$ cat src/design/ddm_pkg.sv
// ----------------------------------------------------------------------------
// ddm_pkg
// Shared types and constants for the doubly linked deque manager.
// ----------------------------------------------------------------------------
`default_nettype none

package ddm_pkg;

  localparam int unsigned NodeCountDef = 16;

  localparam int unsigned OpWidth     = 3;
  localparam int unsigned NodeWidth   = 4;
  localparam int unsigned CountWidth  = 5;
  localparam int unsigned StatusWidth = 2;
  localparam int unsigned InDataWidth  = 8;
  localparam int unsigned OutDataWidth = 16;

  typedef enum logic [OpWidth-1:0] {
    OP_INS_HEAD  = 3'd0,
    OP_INS_TAIL  = 3'd1,
    OP_REM_FRONT = 3'd2,
    OP_REM_REAR  = 3'd3,
    OP_REM_NAMED = 3'd4
  } op_e;

  typedef enum logic [StatusWidth-1:0] {
    ST_OK      = 2'd0,
    ST_EMPTY   = 2'd1,
    ST_INVALID = 2'd2
  } status_e;

  typedef enum logic [3:0] {
    CMD_NONE,
    CMD_LOAD,
    CMD_INS_FIRST,
    CMD_INS_HEAD_A,
    CMD_INS_HEAD_B,
    CMD_INS_TAIL_A,
    CMD_INS_TAIL_B,
    CMD_RD_FRONT,
    CMD_RD_REAR,
    CMD_RD_NAMED,
    CMD_TAKE_FRONT,
    CMD_TAKE_REAR,
    CMD_TAKE_NAMED,
    CMD_OUT
  } cmd_e;

  typedef enum logic [2:0] {
    S_IDLE,
    S_DECODE,
    S_LINK,
    S_TAKE,
    S_DONE
  } state_e;

  typedef struct packed {
    cmd_e    op;
    status_e status;
  } ctl_cmd_t;

  typedef struct packed {
    logic [OpWidth-1:0] op;
    logic               empty;
    logic               node_ok;
    logic               node_in;
    logic               node_head;
    logic               node_tail;
    logic               out_busy;
  } dp_stat_t;

endpackage

`default_nettype wire

$ cat src/design/ddm_ctrl.sv
// ----------------------------------------------------------------------------
// ddm_ctrl
// Request sequencer: decodes each request and steps the datapath through it.
// ----------------------------------------------------------------------------
`default_nettype none

module ddm_ctrl
  import ddm_pkg::*;
(
  input  wire logic     clk_i,
  input  wire logic     rst_ni,
  input  wire logic     req_valid_i,
  output logic          req_ready_o,
  input  wire dp_stat_t stat_i,
  output ctl_cmd_t      cmd_o
);

  state_e  state_q, state_d;
  status_e status_q, status_d;

  always_ff @(posedge clk_i or negedge rst_ni) begin
    if (!rst_ni) begin
      state_q  <= S_IDLE;
      status_q <= ST_OK;
    end else begin
      state_q  <= state_d;
      status_q <= status_d;
    end
  end

  always_comb begin
    state_d       = state_q;
    status_d      = status_q;
    req_ready_o   = 1'b0;
    cmd_o.op      = CMD_NONE;
    cmd_o.status  = status_q;
    unique case (state_q)
      S_IDLE: begin
        req_ready_o = 1'b1;
        if (req_valid_i) begin
          cmd_o.op = CMD_LOAD;
          state_d  = S_DECODE;
        end
      end
      S_DECODE: begin
        state_d = S_DONE;
        unique case (stat_i.op) inside
          OP_INS_HEAD, OP_INS_TAIL: begin
            if (!stat_i.node_ok || stat_i.node_in) begin
              status_d = ST_INVALID;
            end else begin
              status_d = ST_OK;
              if (stat_i.empty) begin
                cmd_o.op = CMD_INS_FIRST;
              end else begin
                cmd_o.op = (stat_i.op == OP_INS_HEAD) ? CMD_INS_HEAD_A : CMD_INS_TAIL_A;
                state_d  = S_LINK;
              end
            end
          end
          OP_REM_FRONT, OP_REM_REAR: begin
            if (stat_i.empty) begin
              status_d = ST_EMPTY;
            end else begin
              status_d = ST_OK;
              cmd_o.op = (stat_i.op == OP_REM_FRONT) ? CMD_RD_FRONT : CMD_RD_REAR;
              state_d  = S_TAKE;
            end
          end
          OP_REM_NAMED: begin
            if (stat_i.empty) begin
              status_d = ST_EMPTY;
            end else if (!stat_i.node_ok || !stat_i.node_in) begin
              status_d = ST_INVALID;
            end else begin
              status_d = ST_OK;
              state_d  = S_TAKE;
              if (stat_i.node_head) begin
                cmd_o.op = CMD_RD_FRONT;
              end else if (stat_i.node_tail) begin
                cmd_o.op = CMD_RD_REAR;
              end else begin
                cmd_o.op = CMD_RD_NAMED;
              end
            end
          end
          default: begin
            status_d = ST_INVALID;
          end
        endcase
      end
      S_LINK: begin
        cmd_o.op = (stat_i.op == OP_INS_HEAD) ? CMD_INS_HEAD_B : CMD_INS_TAIL_B;
        state_d  = S_DONE;
      end
      S_TAKE: begin
        state_d = S_DONE;
        if (stat_i.op == OP_REM_FRONT ||
            (stat_i.op == OP_REM_NAMED && stat_i.node_head)) begin
          cmd_o.op = CMD_TAKE_FRONT;
        end else if (stat_i.op == OP_REM_REAR ||
                     (stat_i.op == OP_REM_NAMED && stat_i.node_tail)) begin
          cmd_o.op = CMD_TAKE_REAR;
        end else begin
          cmd_o.op = CMD_TAKE_NAMED;
        end
      end
      S_DONE: begin
        if (!stat_i.out_busy) begin
          cmd_o.op = CMD_OUT;
          state_d  = S_IDLE;
        end
      end
      default: begin
        state_d = S_IDLE;
      end
    endcase
  end

endmodule

`default_nettype wire

$ cat src/design/ddm_datapath.sv
// ----------------------------------------------------------------------------
// ddm_datapath
// Head, tail, count, membership bits, link memories and the result register.
// ----------------------------------------------------------------------------
`default_nettype none

module ddm_datapath
  import ddm_pkg::*;
#(
  parameter int unsigned NODE_COUNT = NodeCountDef
) (
  input  wire logic                   clk_i,
  input  wire logic                   rst_ni,
  input  wire ctl_cmd_t               cmd_i,
  input  wire logic [OpWidth-1:0]     in_op_i,
  input  wire logic [NodeWidth-1:0]   in_node_i,
  output dp_stat_t                    stat_o,
  input  wire logic                   out_ready_i,
  output logic                        out_valid_o,
  output logic [NodeWidth-1:0]        removed_node_o,
  output logic                        removed_valid_o,
  output logic [CountWidth-1:0]       entry_count_o,
  output logic [StatusWidth-1:0]      status_o
);

  localparam int unsigned AW = (NODE_COUNT > 1) ? $clog2(NODE_COUNT) : 1;
  localparam int unsigned LW = $clog2(NODE_COUNT + 1);
  localparam logic [LW-1:0] NoneLink = LW'(NODE_COUNT);

  logic [OpWidth-1:0]   req_op_q;
  logic [NodeWidth-1:0] req_node_q;
  logic [LW-1:0]        head_q, head_d;
  logic [LW-1:0]        tail_q, tail_d;
  logic [LW-1:0]        count_q, count_d;
  logic [NODE_COUNT-1:0] in_list_q, in_list_d;
  logic [LW-1:0]        gone_q, gone_d;
  logic                 got_q, got_d;

  logic [LW-1:0] next_mem [NODE_COUNT];
  logic [LW-1:0] prev_mem [NODE_COUNT];
  logic [LW-1:0] rd_next_q, rd_prev_q;
  logic [AW-1:0] rd_next_addr, rd_prev_addr;
  logic          nw_en, pw_en;
  logic [AW-1:0] nw_addr, pw_addr;
  logic [LW-1:0] nw_data, pw_data;

  logic                   out_valid_q;
  logic [NodeWidth-1:0]   out_node_q;
  logic                   out_got_q;
  logic [CountWidth-1:0]  out_count_q;
  logic [StatusWidth-1:0] out_status_q;

  logic [AW-1:0] n_idx, head_idx, tail_idx;
  logic [LW-1:0] n_link;
  logic          node_ok;

  assign n_idx    = AW'(req_node_q);
  assign n_link   = LW'(n_idx);
  assign head_idx = head_q[AW-1:0];
  assign tail_idx = tail_q[AW-1:0];
  assign node_ok  = 32'(req_node_q) < 32'(NODE_COUNT);

  assign stat_o.op        = req_op_q;
  assign stat_o.empty     = (head_q == NoneLink) || (tail_q == NoneLink);
  assign stat_o.node_ok   = node_ok;
  assign stat_o.node_in   = node_ok && in_list_q[n_idx];
  assign stat_o.node_head = n_link == head_q;
  assign stat_o.node_tail = n_link == tail_q;
  assign stat_o.out_busy  = out_valid_q && !out_ready_i;

  assign rd_next_addr = (cmd_i.op == CMD_RD_FRONT) ? head_idx : n_idx;
  assign rd_prev_addr = (cmd_i.op == CMD_RD_REAR) ? tail_idx : n_idx;

  always_comb begin
    head_d    = head_q;
    tail_d    = tail_q;
    count_d   = count_q;
    in_list_d = in_list_q;
    gone_d    = gone_q;
    got_d     = got_q;
    nw_en     = 1'b0;
    pw_en     = 1'b0;
    nw_addr   = n_idx;
    pw_addr   = n_idx;
    nw_data   = NoneLink;
    pw_data   = NoneLink;
    unique case (cmd_i.op)
      CMD_LOAD: begin
        gone_d = '0;
        got_d  = 1'b0;
      end
      CMD_INS_FIRST: begin
        nw_en            = 1'b1;
        pw_en            = 1'b1;
        head_d           = n_link;
        tail_d           = n_link;
        in_list_d[n_idx] = 1'b1;
        count_d          = count_q + 1'b1;
      end
      CMD_INS_HEAD_A: begin
        nw_en            = 1'b1;
        nw_data          = head_q;
        pw_en            = 1'b1;
        in_list_d[n_idx] = 1'b1;
        count_d          = count_q + 1'b1;
      end
      CMD_INS_HEAD_B: begin
        pw_en   = 1'b1;
        pw_addr = head_idx;
        pw_data = n_link;
        head_d  = n_link;
      end
      CMD_INS_TAIL_A: begin
        pw_en            = 1'b1;
        pw_data          = tail_q;
        nw_en            = 1'b1;
        in_list_d[n_idx] = 1'b1;
        count_d          = count_q + 1'b1;
      end
      CMD_INS_TAIL_B: begin
        nw_en   = 1'b1;
        nw_addr = tail_idx;
        nw_data = n_link;
        tail_d  = n_link;
      end
      CMD_TAKE_FRONT: begin
        if (rd_next_q != NoneLink) begin
          pw_en   = 1'b1;
          pw_addr = rd_next_q[AW-1:0];
          head_d  = rd_next_q;
        end else begin
          head_d = NoneLink;
          tail_d = NoneLink;
        end
        in_list_d[head_idx] = 1'b0;
        count_d             = count_q - 1'b1;
        gone_d              = head_q;
        got_d               = 1'b1;
      end
      CMD_TAKE_REAR: begin
        if (rd_prev_q != NoneLink) begin
          nw_en   = 1'b1;
          nw_addr = rd_prev_q[AW-1:0];
          tail_d  = rd_prev_q;
        end else begin
          head_d = NoneLink;
          tail_d = NoneLink;
        end
        in_list_d[tail_idx] = 1'b0;
        count_d             = count_q - 1'b1;
        gone_d              = tail_q;
        got_d               = 1'b1;
      end
      CMD_TAKE_NAMED: begin
        nw_en            = 1'b1;
        nw_addr          = rd_prev_q[AW-1:0];
        nw_data          = rd_next_q;
        pw_en            = 1'b1;
        pw_addr          = rd_next_q[AW-1:0];
        pw_data          = rd_prev_q;
        in_list_d[n_idx] = 1'b0;
        count_d          = count_q - 1'b1;
        gone_d           = n_link;
        got_d            = 1'b1;
      end
      default: begin
      end
    endcase
  end

  always_ff @(posedge clk_i) begin
    if (nw_en) begin
      next_mem[nw_addr] <= nw_data;
    end
    if (pw_en) begin
      prev_mem[pw_addr] <= pw_data;
    end
    rd_next_q <= next_mem[rd_next_addr];
    rd_prev_q <= prev_mem[rd_prev_addr];
  end

  always_ff @(posedge clk_i or negedge rst_ni) begin
    if (!rst_ni) begin
      head_q    <= NoneLink;
      tail_q    <= NoneLink;
      count_q   <= '0;
      in_list_q <= '0;
    end else begin
      head_q    <= head_d;
      tail_q    <= tail_d;
      count_q   <= count_d;
      in_list_q <= in_list_d;
    end
  end

  always_ff @(posedge clk_i) begin
    if (cmd_i.op == CMD_LOAD) begin
      req_op_q   <= in_op_i;
      req_node_q <= in_node_i;
    end
    gone_q <= gone_d;
    got_q  <= got_d;
  end

  always_ff @(posedge clk_i or negedge rst_ni) begin
    if (!rst_ni) begin
      out_valid_q <= 1'b0;
    end else if (cmd_i.op == CMD_OUT) begin
      out_valid_q <= 1'b1;
    end else if (out_ready_i) begin
      out_valid_q <= 1'b0;
    end
  end

  always_ff @(posedge clk_i) begin
    if (cmd_i.op == CMD_OUT) begin
      out_node_q   <= NodeWidth'(gone_q);
      out_got_q    <= got_q;
      out_count_q  <= CountWidth'(count_q);
      out_status_q <= cmd_i.status;
    end
  end

  assign out_valid_o     = out_valid_q;
  assign removed_node_o  = out_node_q;
  assign removed_valid_o = out_got_q;
  assign entry_count_o   = out_count_q;
  assign status_o        = out_status_q;

  a_head_tail_none: assert property (@(posedge clk_i) disable iff (!rst_ni)
    (head_q == NoneLink) == (tail_q == NoneLink))
    else $error("head and tail disagree on empty list");

  a_count_empty: assert property (@(posedge clk_i) disable iff (!rst_ni)
    (count_q == '0) == (head_q == NoneLink))
    else $error("count disagrees with head");

  a_count_members: assert property (@(posedge clk_i) disable iff (!rst_ni)
    $countones(in_list_q) == int'(count_q))
    else $error("count disagrees with membership bits");

  a_out_load: assert property (@(posedge clk_i) disable iff (!rst_ni)
    cmd_i.op == CMD_OUT |=> out_valid_q)
    else $error("result not presented after load");

endmodule

`default_nettype wire

$ cat src/design/doubly_linked_deque_manager.sv
// ----------------------------------------------------------------------------
// doubly_linked_deque_manager
// Deque of node indices kept as a doubly linked list over a fixed node pool.
// ----------------------------------------------------------------------------
// Requests enter on the s_axis channel (op and node in tdata); each request
// yields exactly one result on the m_axis channel (removed node, removed
// flag, entry count and status in tdata).
// A request is taken in the idle state and decoded in the decode state.
// Inserts into a non-empty list and removals that take a node out pass
// through a link or take state; inserts into an empty list and rejected
// requests go straight on. The done state loads the result into the output
// register. The link memories have one write port each and a registered
// read, which sets the extra step of each removal and of a linking insert.
// A new request is taken while the previous result still waits in the
// output register; if the receiver stalls, the next result holds in the
// done state until the register frees. Reset clears the list (no head, no
// tail, count zero, no members); the link memories need no clearing, since
// links are read only for members and every insert writes both links of the new node.
// ----------------------------------------------------------------------------
`default_nettype none

module doubly_linked_deque_manager
  import ddm_pkg::*;
#(
  parameter int unsigned NODE_COUNT = NodeCountDef
) (
  input  wire logic                    clk_i,
  input  wire logic                    rst_ni,
  input  wire logic                    s_axis_tvalid,
  output logic                         s_axis_tready,
  input  wire logic [InDataWidth-1:0]  s_axis_tdata,   // op[2:0], node[6:3]
  output logic                         m_axis_tvalid,
  input  wire logic                    m_axis_tready,
  output logic [OutDataWidth-1:0]      m_axis_tdata    // removed_node[3:0],
                                                       // removed_valid[4],
                                                       // entry_count[9:5],
                                                       // status[11:10]
);

  ctl_cmd_t cmd;
  dp_stat_t stat;

  logic [NodeWidth-1:0]   removed_node;
  logic                   removed_valid;
  logic [CountWidth-1:0]  entry_count;
  logic [StatusWidth-1:0] status;

  ddm_ctrl u_ctrl (
    .clk_i       (clk_i),
    .rst_ni      (rst_ni),
    .req_valid_i (s_axis_tvalid),
    .req_ready_o (s_axis_tready),
    .stat_i      (stat),
    .cmd_o       (cmd)
  );

  ddm_datapath #(
    .NODE_COUNT (NODE_COUNT)
  ) u_datapath (
    .clk_i           (clk_i),
    .rst_ni          (rst_ni),
    .cmd_i           (cmd),
    .in_op_i         (s_axis_tdata[2:0]),
    .in_node_i       (s_axis_tdata[6:3]),
    .stat_o          (stat),
    .out_ready_i     (m_axis_tready),
    .out_valid_o     (m_axis_tvalid),
    .removed_node_o  (removed_node),
    .removed_valid_o (removed_valid),
    .entry_count_o   (entry_count),
    .status_o        (status)
  );

  assign m_axis_tdata = {4'd0, status, entry_count, removed_valid, removed_node};

endmodule

`default_nettype wire

$ cat config.mk
export PLATFORM = sky130hd
export DESIGN_NAME = doubly_linked_deque_manager
export DESIGN_NICKNAME = d
export VERILOG_FILES = /design/src/design/ddm_pkg.sv /design/src/design/ddm_ctrl.sv /design/src/design/ddm_datapath.sv /design/src/design/doubly_linked_deque_manager.sv
export SDC_FILE = /design/constraint.sdc
export NUM_CORES = 1
export LEC_CHECK = 0
export ABC_AREA = 1
export ABC_CLOCK_PERIOD_IN_PS = 4200
export BUFFER_PORTS_ARGS = -buffer_cell sky130_fd_sc_hd__buf_4
export CORE_ASPECT_RATIO = 0.75
export CORE_UTILIZATION = 63
export CTS_CLUSTER_SIZE = 16
export DETAILED_ROUTE_END_ITERATION = 10
export PLACE_DENSITY = 0.78
export SLEW_MARGIN = 20
export SYNTH_ARGS = -nofsm -noshare
export SYNTH_HDL_FRONTEND = slang
export SYNTH_HIERARCHICAL = 1
export SYNTH_SLANG_ARGS = --single-unit
$ cat constraint.sdc
create_clock -name clk_i -period 4.2 [get_ports clk_i]
set_input_delay 0.63 -clock clk_i [delete_from_list [all_inputs] [get_ports clk_i]]
set_output_delay 0.63 -clock clk_i [all_outputs]
set_load 0.005 [all_outputs]
==> impl_metrics.tcl <==
set metrics [dict create \
    finalSetupViolCount 0 \
    fin_nets 1478 \
    synth_enable_flop_cells 184 \
    reg2reg_slack_ns 0.21 \
    drt_iter0_drc 1442 \
    clk_pin_slew_worst_paths_ns 0.06 \
    holdCritPathClass "in -> async" \
    worst-path-buf-inv 9 \
    fin_worst_hold_slack_ns 0.0646 \
    rows 42 \
    status "finished, final reports clean" \
    io_pins 30 \
    grt_pass1_vias 9640 \
    grt_max_degree 38 \
    synthTopCellsByArea "edfxtp_1, nand3_1, nand2_1" \
    synth_area_um2 11800 \
    max_stage_delay_ns 0.50 \
    place_congestion 0.989 \
    yosys_warnings 6 \
    crit_family "simple AND/OR/NAND/NOR gates" \
    p_int_mw 5.92 \
    cpMostUsedCell "nand2_1" \
    synth_top_cell_area_share 0.469 \
    swShare 0.440 \
    synth_flop_cell "edfxtp_1" \
    drc 0 \
    cts_made_buffers 22 \
    netlist_top_cells_count "nand2_1, nand3_1, inv_1, edfxtp_1, nor2_1" \
    clk_latency_ns 0.53 \
    reg2regPathDepth 27 \
    drtPass1Iterations 5 \
    power_density_nw_per_um2 775 \
    worstSetupEndpointType "register" \
    cp.arrival_ns 4.24 \
    ys_types 45 \
    grt.overflow.total 0 \
    p_switching_mw 4.65 \
    pwr-share-comb 0.484 \
    floorplan.initialDensity 0.656 \
    portBuffers 24 \
    final_layout_size_suffix_gt1_frac 0.147 \
    p_leak_nw 6.16 \
    finalCritPeriodShare 0.951 \
    critPathLaunchType "register" \
    tightest_slew_ns 0.619 \
    cp_max_fo 7 \
    grt_pass1_wl_mm 49.7 \
    synth_seq_cells 231 \
    die_area_um2 19300 \
    worstSetupPathType "reg -> reg" \
    clock-root-buffer "clkbuf_16" \
    place_hpwl_mm 21.1 \
    dieHeight_um 120 \
    required_ns 4.44 \
    slew_headroom 0.586 \
    syn_avg_cell_area_um2 8.70 \
    max_freq_ghz 0.250 \
    detail-route-antenna-nets 0 \
    synth_top_area_cell "edfxtp_1" \
    antenna_found_initial 0 \
    worstReg2RegStart "u_datapath/n_idx[0]" \
    die_w_um 160 \
    grt_usage 0.331 \
    viasPerCell 5.84 \
    p_clk_frac 0.191 \
    dp.cells 1676 \
    peakVddDrop_mv 0.434 \
    numClockSinks 231 \
    sequentialPowerShare 0.326 \
    drv_cap 0 \
    fin_skew_ns 0.0102 \
    drt-wirelength-per-cell_um 18.1 \
    slew_viol_final 0 \
    crit-reg2reg-capture "u_datapath/prev_mem[12][3]" \
    synth_seq_area_share 0.564 \
    finalHoldViolCount 0 \
    worst_path_max_delay_cell "edfxtp_1" \
    stdcell_count 1720 \
    insertedDiodeCount 0 \
    syn_inst 1355 \
    cts_tree "yes" \
    period_needed_ns 3.99 \
    num_vias 10000 \
    syn_to_final_growth_pct 15.6 \
    synthArstFlopShare 0.160 \
    htreeDepth 1 \
    clk_path_buf_depth 3 \
    core_um2 18000 \
    wl_mm 31.1 \
    post-synth-top-count-cell "nand2_1" \
]
[state kept, by name (all words and copies together) (netlist names), 5 cells and up]
name	count
u_datapath/entry_count_o	5
u_datapath/rd_prev_q	5
u_datapath/prev_mem	80
u_datapath/in_list_q	16
u_datapath/count_q	5
u_datapath/head_q	5
u_datapath/tail_q	5
u_datapath/rd_next_q	5
u_datapath/next_mem	80
[per-layer routing]
layer,up-vias,track usage,share of wire
met1,4601,0.478,0.41
met2,669,0.513,0.45
met4,0,0.109,0.024
met5,-,0,0
li1,4705,-,-
met3,71,0.0583,0.12
[placed cells by master (no fill, tap or decap), types with 4 or more instances in the layout]
master and instances:
a31oi_1 14, o221ai_1 13, nand3_1 262, o21ai_2 6, nand2_2 7, o22ai_1 11, clkinv_1 11, dfxtp_1 10
buf_4 130, inv_1 232, o21ai_1 14, inv_2 15, a21oi_1 7, nor2_1 83, nor2_2 16, conb_1 5
nand4_1 4, nand2_1 281, a22oi_1 11, dfrtp_1 35, edfxtp_1 184, o211ai_1 7, o21ai_0 51, clkbuf_16 22
[stage by stage]
stage / TNS (ns) / setup slack, ns / util / power, mW / area [um^2]
2_1_floorplan: 0 / 0.606 / - / 6.49 / 11800
3_3_place_gp: 0 / 0.166 / 0.714 / 8.20 / 12800
5_1_grt: -0.0732 / -0.0130 / 0.759 / 11.2 / 13600
6_report: 0 / 0.205 / 0.759 / 10.6 / 13600
4_1_cts: 0 / 0.0356 / 0.755 / 10.4 / 13600
3_5_place_dp: 0 / 0.0860 / 0.714 / 8.31 / 12800
[area by class of cell]
cell class              instances  area [um^2]
repair buffers                132         1020
inverters                     251          942
well taps                     242          303
flip-flops and latches        231         6650
fillers                      1277         4340
clock inverters                16          176
multi-input cells             824         3980
clock buffers                  24          558
[logic make-up after synthesis]
kind of cell	after synthesis	share of synthesized area
AOI/OAI and AO/OA	146	0.0775
other	2	0.000637
adders and majority gates	4	0.00488
xor gates and xnor gates	5	0.00371
DFF	231	0.564
and+or+nand+nor	664	0.247
buffers and inverters	303	0.102
[timing repair]
| action | in CTS | in global routing |
|---|---|---|
| setup endpoints to repair | 0 | 186 |
| resized for setup | 0 | 13 |
| buffers inserted | 0 | 4 |
| hold endpoints to repair | 0 | 0 |
| hold buffers | 0 | 0 |
[worst max path at each step]
stage | from | to | slack [ns] | depth (start not counted)
6_report | u_datapath/n_idx[0] | u_datapath/prev_mem[12][3] | 0.21 | 27
2_1_floorplan | u_datapath/n_idx[0] | u_datapath/next_mem[0][0] | 0.61 | 23
4_1_cts | u_datapath/n_idx[1] | u_datapath/prev_mem[5][0] | 0.04 | 24
5_1_grt | u_datapath/n_idx[1] | u_datapath/prev_mem[15][0] | -0.01 | 27
3_3_place_gp | u_datapath/n_idx[1] | u_datapath/prev_mem[5][3] | 0.17 | 22
3_5_place_dp | u_datapath/n_idx[1] | u_datapath/prev_mem[5][4] | 0.09 | 24
[power groups by stage]
stage	clock, mW	combinational [mW]	sequential (mW)
after floorplan	0	3.15	3.34
after global placement	0	4.73	3.46
after detailed placement	0	4.83	3.47
after CTS	2.03	4.90	3.43
after global routing	2.12	5.58	3.48
final	2.02	5.11	3.44
Power figures use the tool's default switching activity.
